===== src/sv/mf3_pkg.sv =====
// ----------------------------------------------------------------------------
// mf3_pkg
// Types, constants and compare helpers shared by the 3x3 median filter.
// ----------------------------------------------------------------------------
`default_nettype none

package mf3_pkg;

   localparam int PIX_W      = 8;
   localparam int CFG_W      = 11;
   localparam int MAX_WIDTH  = 1024;
   localparam int MAX_HEIGHT = 1024;
   localparam int COL_W      = $clog2(MAX_WIDTH);
   localparam int CMP_W      = (COL_W + 1 > CFG_W) ? COL_W + 1 : CFG_W;
   localparam int ROW_W      = $clog2(MAX_HEIGHT) + 1;
   localparam int OUT_ROW_W  = $clog2(MAX_HEIGHT);
   localparam int CSR_IDX_W  = 2;

   localparam logic [CSR_IDX_W-1:0] CSR_IMAGE_WIDTH  = 2'd0;
   localparam logic [CSR_IDX_W-1:0] CSR_IMAGE_HEIGHT = 2'd1;

   localparam logic [CFG_W-1:0] RESET_WIDTH  = 11'd640;
   localparam logic [CFG_W-1:0] RESET_HEIGHT = 11'd480;

   localparam logic ACT_PIXEL = 1'b0;
   localparam logic ACT_FLUSH = 1'b1;

   typedef struct packed {
      logic             action;
      logic [PIX_W-1:0] pixel_value;
   } req_type;

   typedef struct packed {
      logic [PIX_W-1:0] median_value;
      logic             last_of_frame;
   } rsp_type;

   // one window column, sorted low to high
   typedef struct packed {
      logic [PIX_W-1:0] lo;
      logic [PIX_W-1:0] md;
      logic [PIX_W-1:0] hi;
   } col_type;

   // request state between the line store read and column build
   typedef struct packed {
      logic valid;
      logic emit;
      logic last;
      logic left_clamp;
      logic right_clamp;
      logic top_clamp;
      logic bot_clamp;
      logic bank;
   } col_ctl_type;

   typedef struct packed {
      logic valid;
      logic last;
   } res_ctl_type;

   function automatic logic [PIX_W-1:0] min2(logic [PIX_W-1:0] a, logic [PIX_W-1:0] b);
      return (a < b) ? a : b;
   endfunction

   function automatic logic [PIX_W-1:0] max2(logic [PIX_W-1:0] a, logic [PIX_W-1:0] b);
      return (a < b) ? b : a;
   endfunction

   function automatic logic [PIX_W-1:0] min3(logic [PIX_W-1:0] a, logic [PIX_W-1:0] b,
                                             logic [PIX_W-1:0] c);
      return min2(min2(a, b), c);
   endfunction

   function automatic logic [PIX_W-1:0] max3(logic [PIX_W-1:0] a, logic [PIX_W-1:0] b,
                                             logic [PIX_W-1:0] c);
      return max2(max2(a, b), c);
   endfunction

   function automatic logic [PIX_W-1:0] med3(logic [PIX_W-1:0] a, logic [PIX_W-1:0] b,
                                             logic [PIX_W-1:0] c);
      return max2(min2(a, b), min2(max2(a, b), c));
   endfunction

   function automatic col_type sort3(logic [PIX_W-1:0] a, logic [PIX_W-1:0] b,
                                     logic [PIX_W-1:0] c);
      logic [PIX_W-1:0] lo_ab;
      logic [PIX_W-1:0] hi_ab;
      logic [PIX_W-1:0] up;
      col_type          res;
      lo_ab  = min2(a, b);
      hi_ab  = max2(a, b);
      up     = max2(lo_ab, c);
      res.lo = min2(lo_ab, c);
      res.md = min2(hi_ab, up);
      res.hi = max2(hi_ab, up);
      return res;
   endfunction

endpackage

`default_nettype wire


===== src/sv/mf3_median.sv =====
// ----------------------------------------------------------------------------
// mf3_median
// Median of nine from three sorted columns, two register stages:
// max of lows / median of middles / min of highs, then median of those three.
// ----------------------------------------------------------------------------
`default_nettype none

module mf3_median (
   input  wire                            clock,
   input  wire                            reset,
   input  wire                            advance,
   input  mf3_pkg::res_ctl_type           in_ctl,
   input  mf3_pkg::col_type               col_left,
   input  mf3_pkg::col_type               col_center,
   input  mf3_pkg::col_type               col_right,
   output mf3_pkg::res_ctl_type           out_ctl,
   output logic [mf3_pkg::PIX_W-1:0]      median
);

   mf3_pkg::res_ctl_type      mid_ctl_ff;
   mf3_pkg::res_ctl_type      out_ctl_ff;
   logic [mf3_pkg::PIX_W-1:0] lo_ff;
   logic [mf3_pkg::PIX_W-1:0] md_ff;
   logic [mf3_pkg::PIX_W-1:0] hi_ff;
   logic [mf3_pkg::PIX_W-1:0] median_ff;

   always_ff @(posedge clock) begin
      if (reset) begin
         mid_ctl_ff <= '0;
         out_ctl_ff <= '0;
      end else if (advance) begin
         mid_ctl_ff <= in_ctl;
         out_ctl_ff <= mid_ctl_ff;
      end
   end

   always_ff @(posedge clock) begin
      if (advance) begin
         lo_ff     <= mf3_pkg::max3(col_left.lo, col_center.lo, col_right.lo);
         md_ff     <= mf3_pkg::med3(col_left.md, col_center.md, col_right.md);
         hi_ff     <= mf3_pkg::min3(col_left.hi, col_center.hi, col_right.hi);
         median_ff <= mf3_pkg::med3(lo_ff, md_ff, hi_ff);
      end
   end

   assign out_ctl = out_ctl_ff;
   assign median  = median_ff;

endmodule

`default_nettype wire


===== config.mk =====
export PLATFORM = sky130hd
export DESIGN_NAME = mf3_median
export DESIGN_NICKNAME = d
export VERILOG_FILES = /design/src/sv/mf3_pkg.sv /design/src/sv/mf3_median.sv
export SDC_FILE = /design/constraint.sdc
export NUM_CORES = 1
export LEC_CHECK = 0
export ABC_CLOCK_PERIOD_IN_PS = 15500
export BUFFER_PORTS_ARGS = -buffer_cell sky130_fd_sc_hd__buf_4
export CAP_MARGIN = 20
export CORE_UTILIZATION = 60
export CTS_CLUSTER_DIAMETER = 80
export CTS_CLUSTER_SIZE = 24
export DETAILED_ROUTE_END_ITERATION = 8
export PLACE_DENSITY = 0.87
export SYNTH_ARGS = -nofsm -noshare
export SYNTH_HDL_FRONTEND = slang
export SYNTH_SLANG_ARGS = --single-unit

===== constraint.sdc =====
create_clock -name clock -period 15.5 [get_ports clock]
set_input_delay 3.875 -clock clock [delete_from_list [all_inputs] [get_ports clock]]
set_output_delay 3.875 -clock clock [all_outputs]
set_load 0.02 [all_outputs]

After elaboration in Yosys (flattened, before gate mapping). Index checks and enable logic that the tools add are counted.

Magnitude comparators: 10. Muxes and demuxes: 12.

Operators with widths (number): 8-bit two-way mux (12); 8-bit less-than comparator (10).

Register bits after elaboration: 36. Bits of input ports: 77. Output and inout bits: 10. Logic and storage cells: 30.

Logic depth before layout (Yosys ltp). Gate-level depths: netlist (run 1).

Depth in word-level cells: 6. Gate-level depth with buffers: 27. Mapped depth without buffers: 23.

Least setup slack after synthesis (run 1). OpenSTA, ideal clock, no wires.

Kind: input to register. From: input col_center[9] in the netlist's numbering. To: register md_ff[0] in the netlist's numbering (data pin). Setup time: 0.261 ns. Data arrival time: 8.208 ns. Data required time: 15.239 ns. Path slack: 7.031 ns. Cell stages on the path: 21. Buffers on the path: 2. Cells stage by stage: inv_1 > ha_1 > a2111o_1 > a21oi_4 > clkbuf_1 > mux2_2 > ha_1 > a211oi_1 > o21ai_0 > a21oi_1 > o211ai_2 > buf_4 > mux2i_1 > ha_1 > a21oi_1 > nor2b_1 > o21ai_0 > o211ai_1 > a21oi_1 > o21ai_2 > a221o_1.

Cells in the longest elaborated chain, start to end: 6. Elaborated cells on any way between the ends: 7. Those cells by class: order compare (3); mux (4).

RTL lines: start: declaration (RTL line mf3_median.sv:14) `input mf3_pkg::col_type col_center,`; 8-bit less-than comparator (RTL line mf3_pkg.sv:63, mf3_pkg.sv:67); 8-bit two-way mux (RTL line mf3_pkg.sv:67) `return (a < b) ? b : a;`; 8-bit less-than comparator (RTL line mf3_pkg.sv:63) `return (a < b) ? a : b;`; 8-bit two-way mux (RTL line mf3_pkg.sv:63); 8-bit less-than comparator (RTL line mf3_pkg.sv:67); 8-bit two-way mux (*) (RTL line mf3_pkg.sv:67); end signal: assignment (RTL line mf3_median.sv:40) `md_ff <= mf3_pkg::med3(col_left.md, col_center.md, col_right.md);`; end: declaration (RTL line mf3_median.sv:23) `logic [mf3_pkg::PIX_W-1:0] md_ff;`.

Every way passes the cells marked *; elsewhere a longest branch is shown, timed or not. A chain may end at the register's enable or synchronous reset.

Worst setup path in the final report (run 1). Same ends and word-level chain as after synthesis.

==> metrics, run 1 <==
Detailed Place HPWL 8070 µm; CP Max Fanout 27; synthesized net count 607; CTS tree done; Max VDD drop 0.0877 mV; DIE AREA 0.00723 mm²; DR WL/cell 15.6 µm; # resized after CTS 0; Hold Crit Start mid_ctl_ff[0]; worst hold path class reg -> reg; Data arrival, critical path 9130 ps; final WL 9770 µm; Period minus WS final 9100 ps; Starting Density 63.7%; setup TNS 0 ps; post-route ant nets 0; first-pass GRT wire length 16400 µm; max-slew violation count 0; flops & latches, synth 36; internal power 0.357 mW; Distinct cells, synth 48; RSZ-0062 raised after global routing false; Die Wd 85.0 µm; Total Routing Usage GR 27.9%; combinational power share 65.0%; FMAX 110 MHz; Startpoint Class primary input; Die Height 85.0 µm; post-synth top area share 23.2%; GR Overflow Total 0; Slew HR 51.2%; Seq/Total Area, Yosys 25.2%; via count 3757; WS Path Type in -> reg; layout cells sized above 1 25.6%; Final Wtd Congestion 0.862; buffer count from post-CTS setup fixing 0; n_diodes 0; Async SR Flop Fraction 0%; Final Hold Violating Endpoints 0; power share of the sequential group 24.9%; IO buf count 86; worst hold stages 2; cell depth of the worst flop-to-flop path 20; DR pass1 iterations 5; largest net degree at the start of global routing 37; Syn Area/Cell 8.99 µm²; Worst Max-Slew Pin Slew 730 ps; crit end category flip-flop; io pins 87; clock share of power 10.1%; Area Growth Syn to Fin 19.0%; pwr dens 129 mW/mm²; hold_buf cts 0; status finished, final reports clean; Final WS setup 6400 ps; # fillers 460; post-route cell area 0.00492 mm²; Cell Rows 29; Switching Share 43.9%; Final nets 693; top cells by area, synth edfxtp_1 23%, ha_1 21%, mux2_2 10%; initial antenna violation count 0; Mapped Cells 460; clk_lat worst skew 290 ps; Switch Pwr 0.279 mW; Max clock buf depth 2; vias in the first global route 3804; max cap viols 0; worst path required time 15530 ps; Leak 2.51 nW; 1st-iter DRT viols 221; EDFF count, synth 32; reg2reg start lo_ff[0]; core area 0.00649 mm²; final setup violating endpoints 0; H-tree levels 2; placed instance area 0.00483 mm²; Critical path origin col_center[9]; Mapped Area 0.00414 mm²; sinks on the clock net 36; Warnings, synthesis 0; Clock Tree Root clkbuf_8; # DRC 0; Vias/cell 6.02; Max Clock Skew 13.1 ps; Final period util 58.7%; CTS clock-pin slew for the worst setup and hold paths 70 ps; ys flop type edfxtp_1; Post-Place Worst Slack 6170 ps; Synth area leader edfxtp_1; CTS Buf Count 5
==> metrics by stage <==
stage	instances	hold WS, ps	util (%)	power [mW]
final	624	498	75.8	0.635
after global placement	615	474	74.4	0.536
after floorplan	460	460	-	0.463
after global routing	624	519	75.8	0.686
after detailed placement	615	483	74.4	0.562
after CTS	623	501	75.7	0.626
==> path summary, 6_finish.rpt <==
kind	end	slack [ps]
worst min register to register	mid_ctl_ff[0]	500
worst min-delay path	mid_ctl_ff[0]	500
worst max register to register	median[0]	9650
worst max-delay path	md_ff[0]	6400
==> final cells by class <==
cell class	instances	area (µm²)	share of cell area, %
clock buffers	7	76.3	1.55
clock inverters	1	3.75	0.0763
inverters	75	282	5.72
multi-input cells	340	2760	56.1
flip-flops and latches	36	1040	21.1
well taps	77	96.3	1.96
repair buffers	88	661	13.4
==> cells by family after synthesis <==
logic type | count (synthesis) | share of synthesized area, %
muxes | 65 | 16.9
DFF | 36 | 25.2
adders and majority gates | 70 | 21.2
and+or+nand+nor | 93 | 11.4
AOI/OAI and AO/OA | 112 | 17.3
buffers and inverters | 84 | 8.05
==> cell usage after synthesis (3+ instances only) <==
cell type	number
and4_1	3
o21ai_0	35
mux2_2	38
ha_1	70
clkbuf_1	4
a21o_1	11
dfxtp_1	4
nand2_1	37
a2111oi_0	4
inv_1	75
a211oi_1	5
nand3_1	3
nor2_1	20
mux2i_1	27
nand2b_1	9
nor2b_1	3
nand4_1	7
a21oi_1	31
o21ai_1	6
edfxtp_1	32
==> placed cells by master (no fill, tap or decap), drive strengths merged, types with 2 or more instances in the layout <==
master	n
edfxtp	32
o211ai	3
nand2b	9
and4b	2
a2111o	2
a21o	11
inv	75
nand3	4
a211oi	5
clkbuf	7
a21oi	32
a2111oi	4
nor3b	3
o22ai	2
mux2i	27
dfxtp	4
a31oi	2
nand2	37
nand4	7
nor2b	3
and4	3
buf	88
nor2	20
mux2	38
o21ai	42
ha	70
==> worst max-delay path, stage by stage <==
cell	delay, ps
buf_4	110
inv_1	70
ha_1	230
a2111o_1	400
a21oi_4	570
mux2_2	430
ha_1	300
nand4_1	110
a21oi_1	170
nand2_1	90
o211ai_2	590
mux2i_1	340
ha_1	300
a21oi_1	140
nor2b_1	60
o21ai_0	190
o211ai_1	170
a21oi_1	330
o21ai_2	240
a221o_1	400
==> power groups by stage <==
stage	Sequential [mW]	Clock, mW	Combinational (mW)
after floorplan	0.171	0	0.292
after global placement	0.159	0	0.378
after detailed placement	0.159	0	0.402
after CTS	0.158	0.0636	0.405
after global routing	0.160	0.0675	0.458
final	0.158	0.0642	0.413
==> registers in the layout (all words and copies together) (netlist names) <==
signal	cells
out_ctl	2
lo_ff	8
hi_ff	8
mid_ctl_ff	2
md_ff	8
median	8
==> routing by layer <==
layer | vias up | track usage, % | share of wire, %
li1 | 1831 | - | -
met1 | 1757 | 32.6 | 42
met2 | 133 | 52.0 | 52
met3 | 36 | 2.82 | 3.9
met4 | 0 | 11.1 | 2.9
met5 | - | 0 | 0
Note: power is estimated with default switching activity, not from simulation.
==> run 2: changes to the inputs <==
Settings changed: ABC_AREA from default to 1, ABC_CLOCK_PERIOD_IN_PS 15500 to 7900, CORE_UTILIZATION 60 to 51, PLACE_DENSITY 0.87 to 0.78.
Clock period 15.5 ns to 7.9 ns, I/O delays scaled along.
==> metrics, run 2 <==
final setup violating endpoints 0 (unchanged); post-synth top area share 23.6% (+0.37 points); 1st-iter DRT viols 120 (-46%); largest net degree at the start of global routing 38 (+2.7%); top cells by area, synth edfxtp_1 24%, ha_1 22%, nand2_1 15%; Final nets 817 (+18%); GR Overflow Total 0 (unchanged); IO buf count 86 (unchanged); DR pass1 iterations 4 (-1); # resized after CTS 0 (unchanged); synthesized net count 734 (+21%); io pins 87 (unchanged); Synth area leader edfxtp_1; internal power 0.744 mW (+110%); Total Routing Usage GR 20.8% (-7.1 points); post-route ant nets 0 (unchanged); core area 0.00773 mm² (+19%); Detailed Place HPWL 7110 µm (-12%); Clock Tree Root clkbuf_8; top-count cell post-synth nand2_1; n_diodes 0 (unchanged); Final Wtd Congestion 0.885 (+2.6%); flops & latches, synth 36 (unchanged); setup TNS 0 ps (unchanged); EDFF count, synth 32 (unchanged); WS Path Type in -> reg; layout cells sized above 1 18.3% (-7.3 points); status finished, final reports clean; Starting Density 52.7% (-11 points); final WL 8280 µm (-15%); clk_lat worst skew 290 ps (about the same); ys flop type edfxtp_1; Vias/cell 5.04 (-16%); power share of the sequential group 22.6% (-2.3 points); Post-Place Worst Slack 1650 ps (-4520 ps); vias in the first global route 3597 (-5.4%); pwr dens 295 mW/mm² (+130%); Data arrival, critical path 5980 ps (-3150 ps); Max Clock Skew 1.70 ps (-11.4 ps); CTS Buf Count 5 (unchanged); max cap viols 0 (unchanged); Max clock buf depth 2 (unchanged); Die Height 91.4 µm (+7.4%); CTS clock-pin slew for the worst setup and hold paths 70 ps (about the same); Period minus WS final 5930 ps; crit end category flip-flop; worst path required time 7950 ps (-7580 ps); Seq/Total Area, Yosys 25.6% (+0.40 points); Async SR Flop Fraction 0% (unchanged); combinational power share 67.8% (+2.8 points); CP Max Fanout 31 (+15%); Slew HR 52.5% (+1.3 points); Max VDD drop 0.173 mV (+98%); Syn Area/Cell 6.94 µm² (-23%); initial antenna violation count 0 (unchanged); FMAX 169 MHz; buffer count from post-CTS setup fixing 0 (unchanged); H-tree levels 2 (unchanged); Startpoint Class primary input; Leak 2.70 nW (+7.7%); leading cell type in the layout, fill and taps excluded nand2_1; # fillers 698 (+52%); max-slew violation count 0 (unchanged); Cell Rows 32 (+10%); Final Hold Violating Endpoints 0 (unchanged); top cells by count, synth 163 x nand2_1, 103 x inv_1, 70 x ha_1; hold_buf cts 0 (unchanged); # DRC 0 (unchanged); Warnings, synthesis 0 (unchanged); Final period util 75.0%; Worst Max-Slew Pin Slew 712 ps (-18.2 ps); CTS tree done; via count 3899 (+3.8%); Final WS setup 1970 ps (-4430 ps); first-pass GRT wire length 14400 µm (-12%); RSZ-0062 raised after global routing false; commonest cells after routing, fill and taps aside 163 x nand2_1, 103 x inv_1, 87 x buf_4; Mapped Cells 587 (+28%); Area Growth Syn to Fin 20.2%; Switch Pwr 0.698 mW (+150%); DR WL/cell 10.7 µm (-32%); Die Wd 91.4 µm (+7.4%); Distinct cells, synth 23 (-52%); Switching Share 48.4% (+4.5 points); Mapped Area 0.00407 mm² (-1.6%); worst hold path class reg -> reg; clock share of power 9.6% (-0.5 points); DIE AREA 0.00834 mm² (+15%); sinks on the clock net 36 (unchanged)
==> run 2: cell count changes after synthesis, moves of 18 or more <==
cell,before,now
a21oi_1,31,49
inv_1,75,103
mux2_2,38,0
mux2i_1,27,0
nand2_1,37,163
nand3_1,3,33
==> run 2: routing by layer <==
| layer | routed length [µm] | share of wire (%) | track usage, % |
|---|---|---|---|
| met5 | 0 | 0 | 0 |
| met4 | 141 | 1.7 | 7.41 |
| met3 | 278 | 3.4 | 2.68 |
| met2 | 4200 | 51 | 39.0 |
| met1 | 3660 | 44 | 24.0 |
==> run 2: final timing paths <==
kind                            cells after the start            from         end  slack [ps]
worst max-delay path                               25  col_center[15]    md_ff[4]        1970
worst min-delay path                                2   mid_ctl_ff[0]  out_ctl[0]         470
worst min register to register                      2   mid_ctl_ff[0]  out_ctl[0]         470
worst max register to register                     18        lo_ff[7]   median[2]        3020
==> run 2: cell families (layout without fill, tap and decap cells) <==
group,after synthesis,in the layout,share of synthesized area (%)
buffers and inverters,114,198,10.8
DFF,36,36,25.6
AOI/OAI and AO/OA,112,112,15.6
and+or+nand+nor,255,255,26.4
adders and majority gates,70,70,21.5
==> run 2: power by group through the flow <==
stage,logic (mW),clock network (mW),registers [mW]
global placement,0.917,0,0.329
global route,1.12,0.151,0.330
detailed placement,0.969,0,0.331
floorplan,0.720,0,0.355
finish,0.977,0.139,0.326
CTS,0.972,0.141,0.327
==> run 2: critical path, cell delays in order <==
cell      delay (ps)
buf_4            110
inv_1             70
ha_1             240
nand2_1           60
inv_1             30
nor2_1            70
o21a_1           170
nand2_2          280
o21ai_0          340
ha_1             300
a21oi_1          130
nor2_1            50
a211oi_1         280
nand2_2          220
inv_1            110
nand2_1           50
o21ai_0          100
inv_1             70
ha_1             290
a21oi_1          150
nor2_1            60
a211oi_2         510
nand2_4          150
nand2_1           90
nand2_1           60
==> run 2: stage by stage <==
step	power [mW]	area (µm²)	util (%)	instances	hold WS, ps
final	1.44	4890	63.3	773	466
after global routing	1.60	4890	63.3	773	485
after CTS	1.44	4890	63.3	773	469
after detailed placement	1.30	4800	62.1	765	458
after global placement	1.25	4800	62.1	765	438
after floorplan	1.08	4070	-	587	430
==> run 2: final cells by class <==
class | instances | area [µm²] | share of cell area (%)
clock buffer | 6 | 82.6 | 1.69
sequential | 36 | 1040 | 21.3
tap | 102 | 128 | 2.61
timing repair buffer | 87 | 653 | 13.3
multi-input combinational | 437 | 2590 | 52.9
inverter | 103 | 387 | 7.90
clock inverter | 2 | 13.8 | 0.281
==> run 3: changes to the inputs <==
Settings changed: ABC_AREA 1 to 0, ABC_CLOCK_PERIOD_IN_PS 7900 to 5200.
Clock period 7.9 ns to 5.2 ns, I/O delays scaled along.
==> metrics, run 3 (synthesis results as in run 1) <==
final WL 10900 µm (+32%); layout cells sized above 1 41.1% (+23 points); Max clock buf depth 2 (unchanged); Die Wd 92.1 µm (+0.78%); Layout Cells excl Fill 718 (-7.1%); Placed Cells 693 (-9.4%); Total Routing Usage GR 24.8% (+4.0 points); combinational power share 70.0% (+2.2 points); DR WL/cell 15.2 µm (+42%); worst hold path class reg -> reg; hold_buf cts 0 (unchanged); power share of the sequential group 21.4% (-1.2 points); largest net degree at the start of global routing 37 (-2.6%); Switching Share 41.7% (-6.7 points); Starting Density 53.3% (+0.57 points); Seq. cell area 0.00104 mm² (unchanged); Final Wtd Congestion 0.840 (-5.1%); vias in the first global route 3880 (+7.9%); Hold Crit Start out_ctl[0]; Slew HR 37.0% (-15 points); CTS tree done; commonest cells after routing, fill and taps aside 146 x buf_4, 70 x inv_1, 56 x ha_1; clock share of power 8.5% (-1.1 points); CTS Buf Count 5 (unchanged); worst path required time 5240 ps (-2710 ps); failing checks setup timing; core area 0.00777 mm² (+0.52%); GR Overflow Total 0 (unchanged); CP Max Fanout 6 (-81%); FMAX 179 MHz; n_diodes 0 (unchanged); reg2reg start lo_ff[0]; Die Height 92.1 µm (+0.78%); CTS clock-pin slew for the worst setup and hold paths 70 ps (about the same); sinks on the clock net 36 (unchanged); Vias/cell 5.51 (+9.3%); DR pass1 iterations 4 (unchanged); Final WS setup -394 ps (-2370 ps); WS Path Type in -> reg; post-route cell area 0.00588 mm² (+20%); via count 3959 (+1.5%); Detailed Place HPWL 8420 µm (+18%); status complete, but fails checks; crit end category flip-flop; max cap viols 0 (unchanged); final setup violating endpoints 8 (+8); DIE AREA 0.00848 mm² (+1.6%); clk_lat worst skew 290 ps (about the same); Min Hold Slack 508 ps (+42.0 ps); Area Growth Syn to Fin 42.1%; Data arrival, critical path 5630 ps (-350 ps); 1st-iter DRT viols 152 (+27%); internal power 1.28 mW (+72%); post-route ant nets 0 (unchanged); Switch Pwr 0.915 mW (+31%); initial antenna violation count 0 (unchanged); max-slew violation count 0 (unchanged); # DRC 0 (unchanged); Pwr Total 2.19 mW (+52%); Critical path origin col_center[9]; first-pass GRT wire length 17100 µm (+18%); multi-input logic area 0.00309 mm² (+19%); RSZ-0062 raised after global routing true; leading cell type in the layout, fill and taps excluded buf_4; Max Clock Skew 4.48 ps (+2.78 ps); Max VDD drop 0.231 mV (+33%); pwr dens 373 mW/mm² (+27%); Final period util 108%; H-tree levels 2 (unchanged); io pins 87 (unchanged); IO buf count 86 (unchanged); Period minus WS final 5590 ps; Cell Rows 32 (unchanged); Leak 2.89 nW (+7.1%); Worst Max-Slew Pin Slew 940 ps (+228 ps); Clock Tree Root clkbuf_8; Final Hold Violating Endpoints 0 (unchanged); # fillers 562 (-19%); Startpoint Class primary input; placed instance area 0.00536 mm² (+12%); Final nets 762 (-6.7%)
## run 3: cell type report
| type | count | area share, % |
|---|---|---|
| multi-input combinational | 340 | 52.5 |
| timing repair buffer | 157 | 21.2 |
| sequential | 36 | 17.7 |
| inverter | 75 | 5.00 |
| tap | 102 | 2.17 |
| clock buffer | 7 | 1.30 |
| clock inverter | 1 | 0.0639 |
## run 3: per-layer routing
metal | GRT usage [%] | vias up | share of wire [%]
li1 | - | 1973 | -
met1 | 29.6 | 1867 | 41
met2 | 46.6 | 100 | 54
met3 | 2.57 | 19 | 3.1
met4 | 6.90 | 0 | 1.7
met5 | 0 | - | 0
## run 3: power groups by stage
stage	clock (mW)	sequential (mW)	combinational (mW)
floorplan	0	0.510	0.887
global route	0.198	0.477	1.68
CTS	0.188	0.471	1.44
global placement	0	0.474	1.26
finish	0.187	0.471	1.54
detailed placement	0	0.476	1.34
## run 3: worst max-delay path, stage by stage
cell	delay, ps
buf_12	110
inv_12	40
ha_4	180
a2111o_1	400
a21oi_4	190
buf_12	140
buf_6	90
mux2_4	310
ha_4	160
a21oi_1	250
nor2b_1	110
o21ai_1	210
buf_4	160
o211ai_4	90
buf_12	150
mux2i_2	150
ha_1	300
nand4_1	150
inv_1	90
nand4_1	150
a31oi_2	230
o21ai_4	110
mux2i_1	160
o22ai_1	90
a221o_1	290
## run 3: final timing paths
kind                     end  slack (ps)  cells past startpoint
setup / recovery    md_ff[0]        -390                     25
hold reg to reg   out_ctl[0]         510                      2
setup reg to reg   median[5]         300                     22
hold / removal    out_ctl[0]         510                      2
## run 3: what timing repair did
item / 4_1_cts / 5_1_grt
setup endpoints to repair: 9 / 16
pin swaps: 12 / 12
resized for setup: 26 / 36
buffers inserted: 10 / 7
## run 3: metrics by stage
| step | setup WS (ps) | TNS (ps) | utilization [%] |
|---|---|---|---|
| finish | -394 | -2650 | 75.7 |
| global placement | -540 | -3880 | 69.0 |
| CTS | -209 | -1370 | 72.6 |
| global route | -537 | -3900 | 75.7 |
| floorplan | -431 | -2260 | - |
| detailed placement | -752 | -5560 | 69.0 |
